[config.mk]
export PLATFORM = sky130hd
export DESIGN_NAME = ils_div
export DESIGN_NICKNAME = d
export VERILOG_FILES = /design/src/rtl/ils_pkg.sv /design/src/rtl/ils_div.sv
export SDC_FILE = /design/constraint.sdc
export NUM_CORES = 1
export LEC_CHECK = 0
export BUFFER_PORTS_ARGS = -buffer_cell sky130_fd_sc_hd__buf_4
export CAP_MARGIN = 20
export CORE_MARGIN = 2
export CORE_UTILIZATION = 40
export CTS_BUF_LIST = sky130_fd_sc_hd__clkbuf_16
export DETAILED_ROUTE_END_ITERATION = 6
export PLACE_DENSITY = 0.6
export SLEW_MARGIN = 30
export SYNTH_ARGS = -nofsm -noshare
export SYNTH_HDL_FRONTEND = slang
export SYNTH_SLANG_ARGS = --single-unit
[constraint.sdc]
create_clock -name clk -period 7.38 [get_ports clk]
set_input_delay 1.107 -clock clk [delete_from_list [all_inputs] [get_ports clk]]
set_output_delay 1.107 -clock clk [all_outputs]
set_load 0.05 [all_outputs]
[src/rtl/ils_pkg.sv]
// Shared types, constants and state codes for the iterative linear solver.
package ils_pkg;

    localparam int MAX_SIZE   = 16;
    localparam int ROW_W      = $clog2(MAX_SIZE);
    localparam int COEFF_AW   = 2 * ROW_W;
    localparam int COEFF_DEPTH = MAX_SIZE * MAX_SIZE;
    localparam int VEC_DEPTH  = 3 * MAX_SIZE;
    localparam int VEC_AW     = $clog2(VEC_DEPTH);
    localparam int CFG_IDX_W  = 3;

    // request types
    localparam logic [1:0] REQ_COEFF = 2'd0;
    localparam logic [1:0] REQ_RHS   = 2'd1;
    localparam logic [1:0] REQ_GUESS = 2'd2;
    localparam logic [1:0] REQ_START = 2'd3;

    // configuration register indexes
    localparam logic [CFG_IDX_W-1:0] CFG_SIZE   = 3'd0;
    localparam logic [CFG_IDX_W-1:0] CFG_METHOD = 3'd1;
    localparam logic [CFG_IDX_W-1:0] CFG_RELAX  = 3'd2;
    localparam logic [CFG_IDX_W-1:0] CFG_TOL    = 3'd3;
    localparam logic [CFG_IDX_W-1:0] CFG_MAXSW  = 3'd4;

    // vector store regions
    localparam logic [1:0] REG_RHS  = 2'd0;
    localparam logic [1:0] REG_EST  = 2'd1;
    localparam logic [1:0] REG_NEXT = 2'd2;

    localparam logic [14:0] OMEGA_ONE = 15'd16384;

    typedef struct packed {
        logic [1:0]         req_type;
        logic [3:0]         row;
        logic [3:0]         col;
        logic signed [31:0] load_value;
    } ils_in_t;

    typedef struct packed {
        logic [3:0]         index;
        logic signed [31:0] solution_value;
        logic               last_element;
        logic               converged;
        logic [6:0]         sweeps;
    } ils_out_t;

    typedef struct packed {
        logic                we;
        logic [COEFF_AW-1:0] addr;
        logic [31:0]         data;
    } ils_coeff_wr_t;

    typedef struct packed {
        logic              we;
        logic [VEC_AW-1:0] addr;
        logic [31:0]       data;
    } ils_vec_wr_t;

    typedef struct packed {
        logic               start;
        logic signed [63:0] num;
        logic signed [31:0] den;
    } ils_div_req_t;

    typedef struct packed {
        logic               done;
        logic signed [31:0] quot;
    } ils_div_rsp_t;

    typedef enum logic [4:0] {
        ST_IDLE,
        ST_TOL,
        ST_CHECK,
        ST_ROW_RD,
        ST_ROW_LD,
        ST_DOT_RD,
        ST_DOT_MUL,
        ST_DOT_ACC,
        ST_DIAG_RD,
        ST_DIAG_LD,
        ST_DIV_WAIT,
        ST_SOR_A,
        ST_SOR_B,
        ST_SOR_SUM,
        ST_WRITE,
        ST_UPD_RD_NEW,
        ST_UPD_RD_OLD,
        ST_UPD_SQ,
        ST_UPD_ACC,
        ST_CONV,
        ST_OUT_RD,
        ST_OUT_LD,
        ST_OUT_WAIT
    } ils_state_t;

endpackage

[src/rtl/ils_div.sv]
// Radix-2 restoring divider: signed 64 / signed 32, truncating, saturated to 32 bits.
module ils_div (
    input  logic                  clk,
    input  logic                  rst_n,
    input  ils_pkg::ils_div_req_t req,
    output ils_pkg::ils_div_rsp_t rsp
);

    logic        busy_reg, busy_next;
    logic [5:0]  cnt_reg, cnt_next;
    logic        done_reg, done_next;
    logic [63:0] num_reg;
    logic [31:0] den_reg;
    logic [31:0] rem_reg;
    logic [63:0] quo_reg;
    logic        neg_reg;
    logic        zero_reg;
    logic        rpos_reg;
    logic        rneg_reg;

    logic [63:0] num_mag;
    logic [31:0] den_mag;
    logic [32:0] rem_sh;
    logic        take;
    logic signed [31:0] q_sat;

    assign num_mag = req.num[63] ? (64'd0 - req.num) : req.num;
    assign den_mag = req.den[31] ? (32'd0 - req.den) : req.den;
    assign rem_sh  = {rem_reg, num_reg[63]};
    assign take    = rem_sh >= {1'b0, den_reg};

    always_comb
    begin
        busy_next = busy_reg;
        cnt_next  = cnt_reg;
        done_next = 1'b0;
        if (req.start)
        begin
            busy_next = 1'b1;
            cnt_next  = '0;
        end
        else if (busy_reg)
        begin
            cnt_next = cnt_reg + 6'd1;
            if (cnt_reg == 6'd63)
            begin
                busy_next = 1'b0;
                done_next = 1'b1;
            end
        end
    end

    always_ff @(posedge clk or negedge rst_n)
    begin
        if (!rst_n)
        begin
            busy_reg <= 1'b0;
            cnt_reg  <= '0;
            done_reg <= 1'b0;
        end
        else
        begin
            busy_reg <= busy_next;
            cnt_reg  <= cnt_next;
            done_reg <= done_next;
        end
    end

    always_ff @(posedge clk)
    begin
        if (req.start)
        begin
            num_reg  <= num_mag;
            den_reg  <= den_mag;
            rem_reg  <= '0;
            quo_reg  <= '0;
            neg_reg  <= req.num[63] != req.den[31];
            zero_reg <= req.den == 32'sd0;
            rpos_reg <= !req.num[63] && (req.num != 64'sd0);
            rneg_reg <= req.num[63];
        end
        else if (busy_reg)
        begin
            num_reg <= {num_reg[62:0], 1'b0};
            rem_reg <= take ? 32'(rem_sh - {1'b0, den_reg}) : rem_sh[31:0];
            quo_reg <= {quo_reg[62:0], take};
        end
    end

    always_comb
    begin
        if (zero_reg)
        begin
            q_sat = rpos_reg ? 32'sh7FFFFFFF : (rneg_reg ? 32'sh80000000 : 32'sd0);
        end
        else if (neg_reg)
        begin
            q_sat = (quo_reg > 64'h80000000) ? 32'sh80000000 : 32'(64'd0 - quo_reg);
        end
        else
        begin
            q_sat = (quo_reg > 64'h7FFFFFFF) ? 32'sh7FFFFFFF : quo_reg[31:0];
        end
    end

    assign rsp.done = done_reg;
    assign rsp.quot = q_sat;

endmodule

==> results of run 1 <==
worst max-delay path: stages (launching register included):
cell	delay [ns]
dfxtp_1	0.35
inv_1	0.09
ha_1	0.18
nor3b_1	0.54
nand4_1	0.18
nor4_1	0.52
a41oi_1	0.37
nand2b_1	0.49
nor2_1	0.61
a22o_1	0.23
nand2_1	0.06
o311ai_0	0.12
buf_4	0.27
placed cells by master, fill, tap and decap left out, types with 7 or more instances in the layout:
cell type	Yosys	final
xnor2_1	42	42
nor3_1	31	31
clkbuf_16	0	24
or3_1	21	21
dfxtp_1	96	96
ha_1	36	36
o21a_1	8	8
o21ai_0	78	78
mux2i_1	80	80
o311ai_0	7	7
nor4_1	21	21
xor2_1	77	77
or4_1	15	15
o21bai_1	7	7
o311a_1	8	8
nor2_1	213	212
o31ai_1	32	32
a21oi_1	113	113
nand2_1	100	100
inv_1	55	60
nand3_1	17	17
o41ai_1	14	14
a211oi_1	33	33
buf_4	1	135
dfrtp_1	8	7
edfxtp_1	100	100
a21o_1	8	8
o211ai_1	10	10
nand4_1	15	15
nand2b_1	8	8
worst paths after layout:
kind,from,end,slack (ns),cells after the start
max in group asynchronous,rst_n,busy_reg$_DFF_PN0_,6.82,1
hold / removal,rst_n,cnt_reg[5]$_DFFE_PN0P_,0.41,1
hold reg to reg,rem_reg[14]$_SDFFE_PP0P_,rem_reg[14]$_SDFFE_PP0P_,0.48,2
setup / recovery,quo_reg[1]$_SDFFE_PP0P_,rsp[10],1.75,12
setup reg to reg,den_reg[8]$_DFFE_PP_,rem_reg[27]$_SDFFE_PP0P_,4.00,12
min in group clk,rem_reg[14]$_SDFFE_PP0P_,rem_reg[14]$_SDFFE_PP0P_,0.48,2
layer usage:
layer / vias up / track usage, %
met4: 0 / 4.35
li1: 5347 / -
met2: 257 / 27.3
met1: 4900 / 25.9
met5: - / 0
met3: 48 / 4.96
power groups by stage:
stage	sequential [W]	clock, W	combinational [W]
floorplan	0.00131	0	0.000270
global placement	0.00131	0	0.000404
detailed placement	0.00131	0	0.000407
CTS	0.00129	0.00109	0.000409
global route	0.00130	0.00113	0.000453
finish	0.00129	0.00105	0.000408
metrics by stage:
stage / cells / hold WS, ns / total power, W
3_5_place_dp: 1872 / 0.476 / 0.00172
3_3_place_gp: 1871 / 0.473 / 0.00172
6_report: 1913 / 0.407 / 0.00275
2_1_floorplan: 1415 / 0.455 / 0.00158
4_1_cts: 1913 / 0.390 / 0.00279
5_1_grt: 1913 / 0.394 / 0.00288
layout make-up:
type	instances	area, um2	share of cell area, %
sequential	204	5130	35.4
clock buffer	24	601	4.14
multi-input combinational	1078	6900	47.6
clock inverter	17	83.8	0.578
inverter	55	206	1.42
tap	396	495	3.42
timing repair buffer	139	1090	7.49
kinds of logic (layout without fill, tap and decap cells):
kind of cell / Yosys count / in the layout / share of synthesized area, %
buffers and inverters: 133 / 235 / 4.02
AND/OR/NAND/NOR: 476 / 476 / 17.7
multiplexers: 83 / 83 / 6.67
flip-flops: 204 / 204 / 40.9
AO/OA/AOI/OAI: 363 / 363 / 18.6
adder cells (fa/ha/maj): 37 / 37 / 3.76
XOR/XNOR: 119 / 119 / 8.33
==> results.sh, run 1 <==
export IMPL_status="completed"
export IMPL_syn_area_mm2=0.0125
export IMPL_start_kind="flop"
export IMPL_ir_drop_v=0.000170
export IMPL_wl_per_cell_um=15.8
export IMPL_die_w_um=181
export IMPL_placementRows=64
export IMPL_cts_resized=0
export IMPL_vias_per_cell=5.52
export IMPL_yosys_warnings=0
export IMPL_cts_setup_buffers=0
export IMPL_gp_congestion=0.854
export IMPL_synth_top_area_share_pct=24.0
export IMPL_power_leakage_nw=6.17
export IMPL_ys_seq_area_share_pct=40.9
export IMPL_numCtsBuffers=23
export IMPL_dieArea_mm2=0.0327
export IMPL_synth_most_common_cell="nor2_1"
export IMPL_areaGrowthSynthToFinish_pct=15.8
export IMPL_internal_power_w=0.00201
export IMPL_numPortBuffers=131
export IMPL_seq_power_share_pct=46.9
export IMPL_pre_cts_slack_ns=2.32
export IMPL_synth_cell_types=63
export IMPL_remaining_drc_errors=0
export IMPL_grt_pass1_wl_mm=50.6
export IMPL_wl_met3_mm=2.40
export IMPL_root_buffer="clkbuf_16"
export IMPL_vias=10552
export IMPL_overflow=0
export IMPL_dpl_hpwl_mm=21.7
export IMPL_syn_avg_cell_area_um2=8.85
export IMPL_netlist_instances=1415
export IMPL_ioPinCount=132
export IMPL_maxCapViolCount=0
export IMPL_grt_pass1_vias=9969
export IMPL_ys_async_sr_fraction_pct=3.92
export IMPL_power_frac_comb_pct=14.8
export IMPL_htree_levels=1
export IMPL_antenna_left=0
export IMPL_p_clk_share_pct=38.3
export IMPL_dr_pass1_iters=5
export IMPL_slew_headroom_pct=44.4
export IMPL_design_core_area_mm2=0.0307
export IMPL_worst_setup_path_end_kind="output port"
export IMPL_power_per_cell_area_mw_per_mm2=190
export IMPL_yosysTopAreaCell="edfxtp_1"
export IMPL_skew_ns=0.00820
export IMPL_drt_initial_drc_count=621
export IMPL_p_sw_w=0.000736
export IMPL_hold_path_class="in2async"
export IMPL_drt_total_wl_mm=30.3
export IMPL_synth_top_flop_cell="edfxtp_1"
export IMPL_fin_crit_ns=5.63
export IMPL_clk_latency_ns=0.51
export IMPL_grt_use_total_pct=18.2
export IMPL_clkSlewWorstSetupHoldPaths_ns=0.06
export IMPL_ctsHoldBuffers=0
export IMPL_fin_nets=1637
export IMPL_antenna_cells=0
export IMPL_ys_seq_elements=204
export IMPL_slew_violations=0
export IMPL_m1WireLength_mm=14.5
export IMPL_finalSetupTns_ns=0
export IMPL_critical_path_class="reg2out"
export IMPL_cts_tree="built"
export IMPL_synth_edf_count=100
export IMPL_fin_area_mm2=0.0145
export IMPL_antenna_found_initial=0
export IMPL_grt_setup_unrepaired="false"
export IMPL_crit_required_ns=6.27
export IMPL_die_h_um=181
export IMPL_cp_arrival_ns=4.52
export IMPL_dpl_instance_area_mm2=0.0138
export IMPL_fillCellCount=3032
export IMPL_top_layer_used="met4"
export IMPL_setup_viol=0
export IMPL_setup_ws_ns=1.75
export IMPL_synth_area_leaders="edfxtp_1 24%, dfxtp_1 15%, mux2i_1 6.4%"
export IMPL_clock_fmax_mhz=178
export IMPL_dr_wl_met2_mm=12.8
export IMPL_synth_nets=1551
export IMPL_synth_common_cells="213 x nor2_1, 113 x a21oi_1, 100 x edfxtp_1, 100 x nand2_1, 96 x dfxtp_1"
export IMPL_timing_final_crit_share_pct=76.3
export IMPL_hold_viol_final=0
export IMPL_ctsLongestPathBuffers=3
export IMPL_layout_drive_gt1_share_pct=12.9
export IMPL_start_util_pct=40.8
export IMPL_tightest_slew_ns=0.833
export IMPL_power_share_switching_pct=26.8
export IMPL_grt_max_degree=197
export IMPL_cts_sinks=204
export IMPL_utilization_pct=47.3
export IMPL_cp_max_fo=13
No activity file was read; power rests on OpenSTA's default activity.
==> inputs of run 2 (changes only) <==
==> constraint.sdc (replaced) <==
create_clock -name clk -period 5.55 [get_ports clk]
set_input_delay 0.8325 -clock clk [delete_from_list [all_inputs] [get_ports clk]]
set_output_delay 0.8325 -clock clk [all_outputs]
set_load 0.05 [all_outputs]
==> results.sh, run 2 (synthesized netlist as in run 1, its figures left out) <==
export IMPL_clkSlewWorstSetupHoldPaths_ns=0.06
export IMPL_crit_required_ns=4.72
export IMPL_skew_ns=0.00805
export IMPL_dpl_instance_area_mm2=0.0138
export IMPL_design_core_area_mm2=0.0307
export IMPL_areaGrowthSynthToFinish_pct=16.1
export IMPL_antenna_left=0
export IMPL_antenna_found_initial=0
export IMPL_hold_viol_final=0
export IMPL_drt_total_wl_mm=30.0
export IMPL_timing_final_crit_share_pct=90.8
export IMPL_grt_pass1_vias=9721
export IMPL_utilization_pct=47.4
export IMPL_cts_sinks=204
export IMPL_path_cells="inv_1 -> ha_1 -> nor3b_1 -> nand4_1 -> nor4_1 -> a41oi_1 -> nand2b_1 -> nor2_2 -> a22o_1 -> nand2_1 -> o311ai_0 -> buf_4"
export IMPL_cp_arrival_ns=4.21
export IMPL_finalSetupTns_ns=0
export IMPL_vias_per_cell=5.48
export IMPL_reg2reg_depth=11
export IMPL_setup_viol=0
export IMPL_hold_path_class="in2async"
export IMPL_overflow=0
export IMPL_cts_setup_buffers=0
export IMPL_grt_max_degree=85
export IMPL_fin_nets=1640
export IMPL_ir_drop_v=0.000193
export IMPL_crit_end="rsp[11]"
export IMPL_crit_path_start="quo_reg[1]$_SDFFE_PP0P_"
export IMPL_maxCapViolCount=0
export IMPL_remaining_drc_errors=0
export IMPL_start_kind="flop"
export IMPL_cts_tree="built"
export IMPL_htree_levels=1
export IMPL_root_buffer="clkbuf_16"
export IMPL_numCtsBuffers=23
export IMPL_ctsHoldBuffers=0
export IMPL_slew_headroom_pct=43.8
export IMPL_die_w_um=181
export IMPL_ioPinCount=132
export IMPL_r2r_end="rem_reg[30]$_SDFFE_PP0P_"
export IMPL_layout_drive_gt1_share_pct=12.9
export IMPL_cpPeakStageDelay_ns=0.54
export IMPL_status="completed"
export IMPL_clk_latency_ns=0.51
export IMPL_die_h_um=181
export IMPL_critical_path_class="reg2out"
export IMPL_holdWs_ns=0.133
export IMPL_worst_path_max_delay_cell="nor3b_1"
export IMPL_numPortBuffers=131
export IMPL_grt_pass1_wl_mm=49.7
export IMPL_dieArea_mm2=0.0327
export IMPL_ctsLongestPathBuffers=3
export IMPL_drt_initial_drc_count=692
export IMPL_rrSetupSlack_ns=2.20
export IMPL_dpl_hpwl_mm=21.4
export IMPL_clock_fmax_mhz=198
export IMPL_dr_pass1_iters=6
export IMPL_placementRows=64
export IMPL_layout_common_cells="211 x nor2_1, 139 x buf_4, 113 x a21oi_1"
export IMPL_dp_cells=1875
export IMPL_antenna_cells=0
export IMPL_cp_max_fo=13
export IMPL_vias=10505
export IMPL_worst_setup_path_end_kind="output port"
export IMPL_finalNonFillerCells=1916
export IMPL_cts_resized=0
export IMPL_timing_rr_start="den_reg[10]$_DFFE_PP_"
export IMPL_tightest_slew_ns=0.844
export IMPL_fin_area_mm2=0.0145
export IMPL_grt_setup_unrepaired="false"
export IMPL_wl_per_cell_um=15.7
export IMPL_slew_violations=0
export IMPL_fillCellCount=3003
export IMPL_final_common_cell="nor2_1"
export IMPL_fin_crit_ns=5.04
export IMPL_grt_use_total_pct=17.9
export IMPL_start_util_pct=40.8
export IMPL_power_per_cell_area_mw_per_mm2=251
export IMPL_power_leakage_nw=6.17
export IMPL_gp_congestion=0.883
run 2: per-stage QoR:
step                      setup slack, ns  total power, W
after floorplan                     0.728         0.00209
after global placement               1.02         0.00228
after detailed placement            0.830         0.00229
after CTS                           0.279         0.00371
after global routing               0.0713         0.00382
final                               0.512         0.00365
run 2: where the power goes:
group          internal (W)  total, W  switching (W)
Sequential          0.00169   0.00172      0.0000313
Clock              0.000798   0.00140       0.000598
Combinational      0.000209  0.000541       0.000333
run 2: area by class of cell:
cell class / count / area (um2) / share of cell area (%)
clock buffers: 23 / 576 / 3.96
clock inverters: 18 / 113 / 0.775
inverters: 55 / 206 / 1.42
multi-input cells: 1078 / 6900 / 47.5
flip-flops and latches: 204 / 5130 / 35.3
well taps: 396 / 495 / 3.41
repair buffers: 142 / 1110 / 7.65
run 2: worst min-delay path by stage:
stage | slack (ns) | from | depth (start not counted) | end
after floorplan | 0.45 | rem_reg[14]$_SDFFE_PP0P_ | 2 | rem_reg[14]$_SDFFE_PP0P_
final | 0.13 | rst_n | 1 | busy_reg$_DFF_PN0_
after CTS | 0.12 | rst_n | 1 | busy_reg$_DFF_PN0_
after detailed placement | 0.48 | rem_reg[14]$_SDFFE_PP0P_ | 2 | rem_reg[14]$_SDFFE_PP0P_
after global routing | 0.12 | rst_n | 1 | busy_reg$_DFF_PN0_
after global placement | 0.47 | rem_reg[14]$_SDFFE_PP0P_ | 2 | rem_reg[14]$_SDFFE_PP0P_
run 2: routing by layer:
metal | share of wire (%) | global-route usage (%) | wire (um) | vias to the layer above
li1 | - | - | - | 5339
met1 | 49 | 26.0 | 14700 | 4857
met2 | 42 | 26.9 | 12600 | 268
met3 | 7.6 | 4.56 | 2290 | 41
met4 | 1.4 | 3.39 | 419 | 0
met5 | 0 | 0 | 0 | -
run 2: critical path, delay by kind of cell (launching register included):
family / cells / cell delay [ns]
AND/OR/NAND/NOR: 6 / 2.19
AO/OA/AOI/OAI: 3 / 0.65
flip-flops: 1 / 0.34
buffers and inverters: 2 / 0.34
adder cells (fa/ha/maj): 1 / 0.17
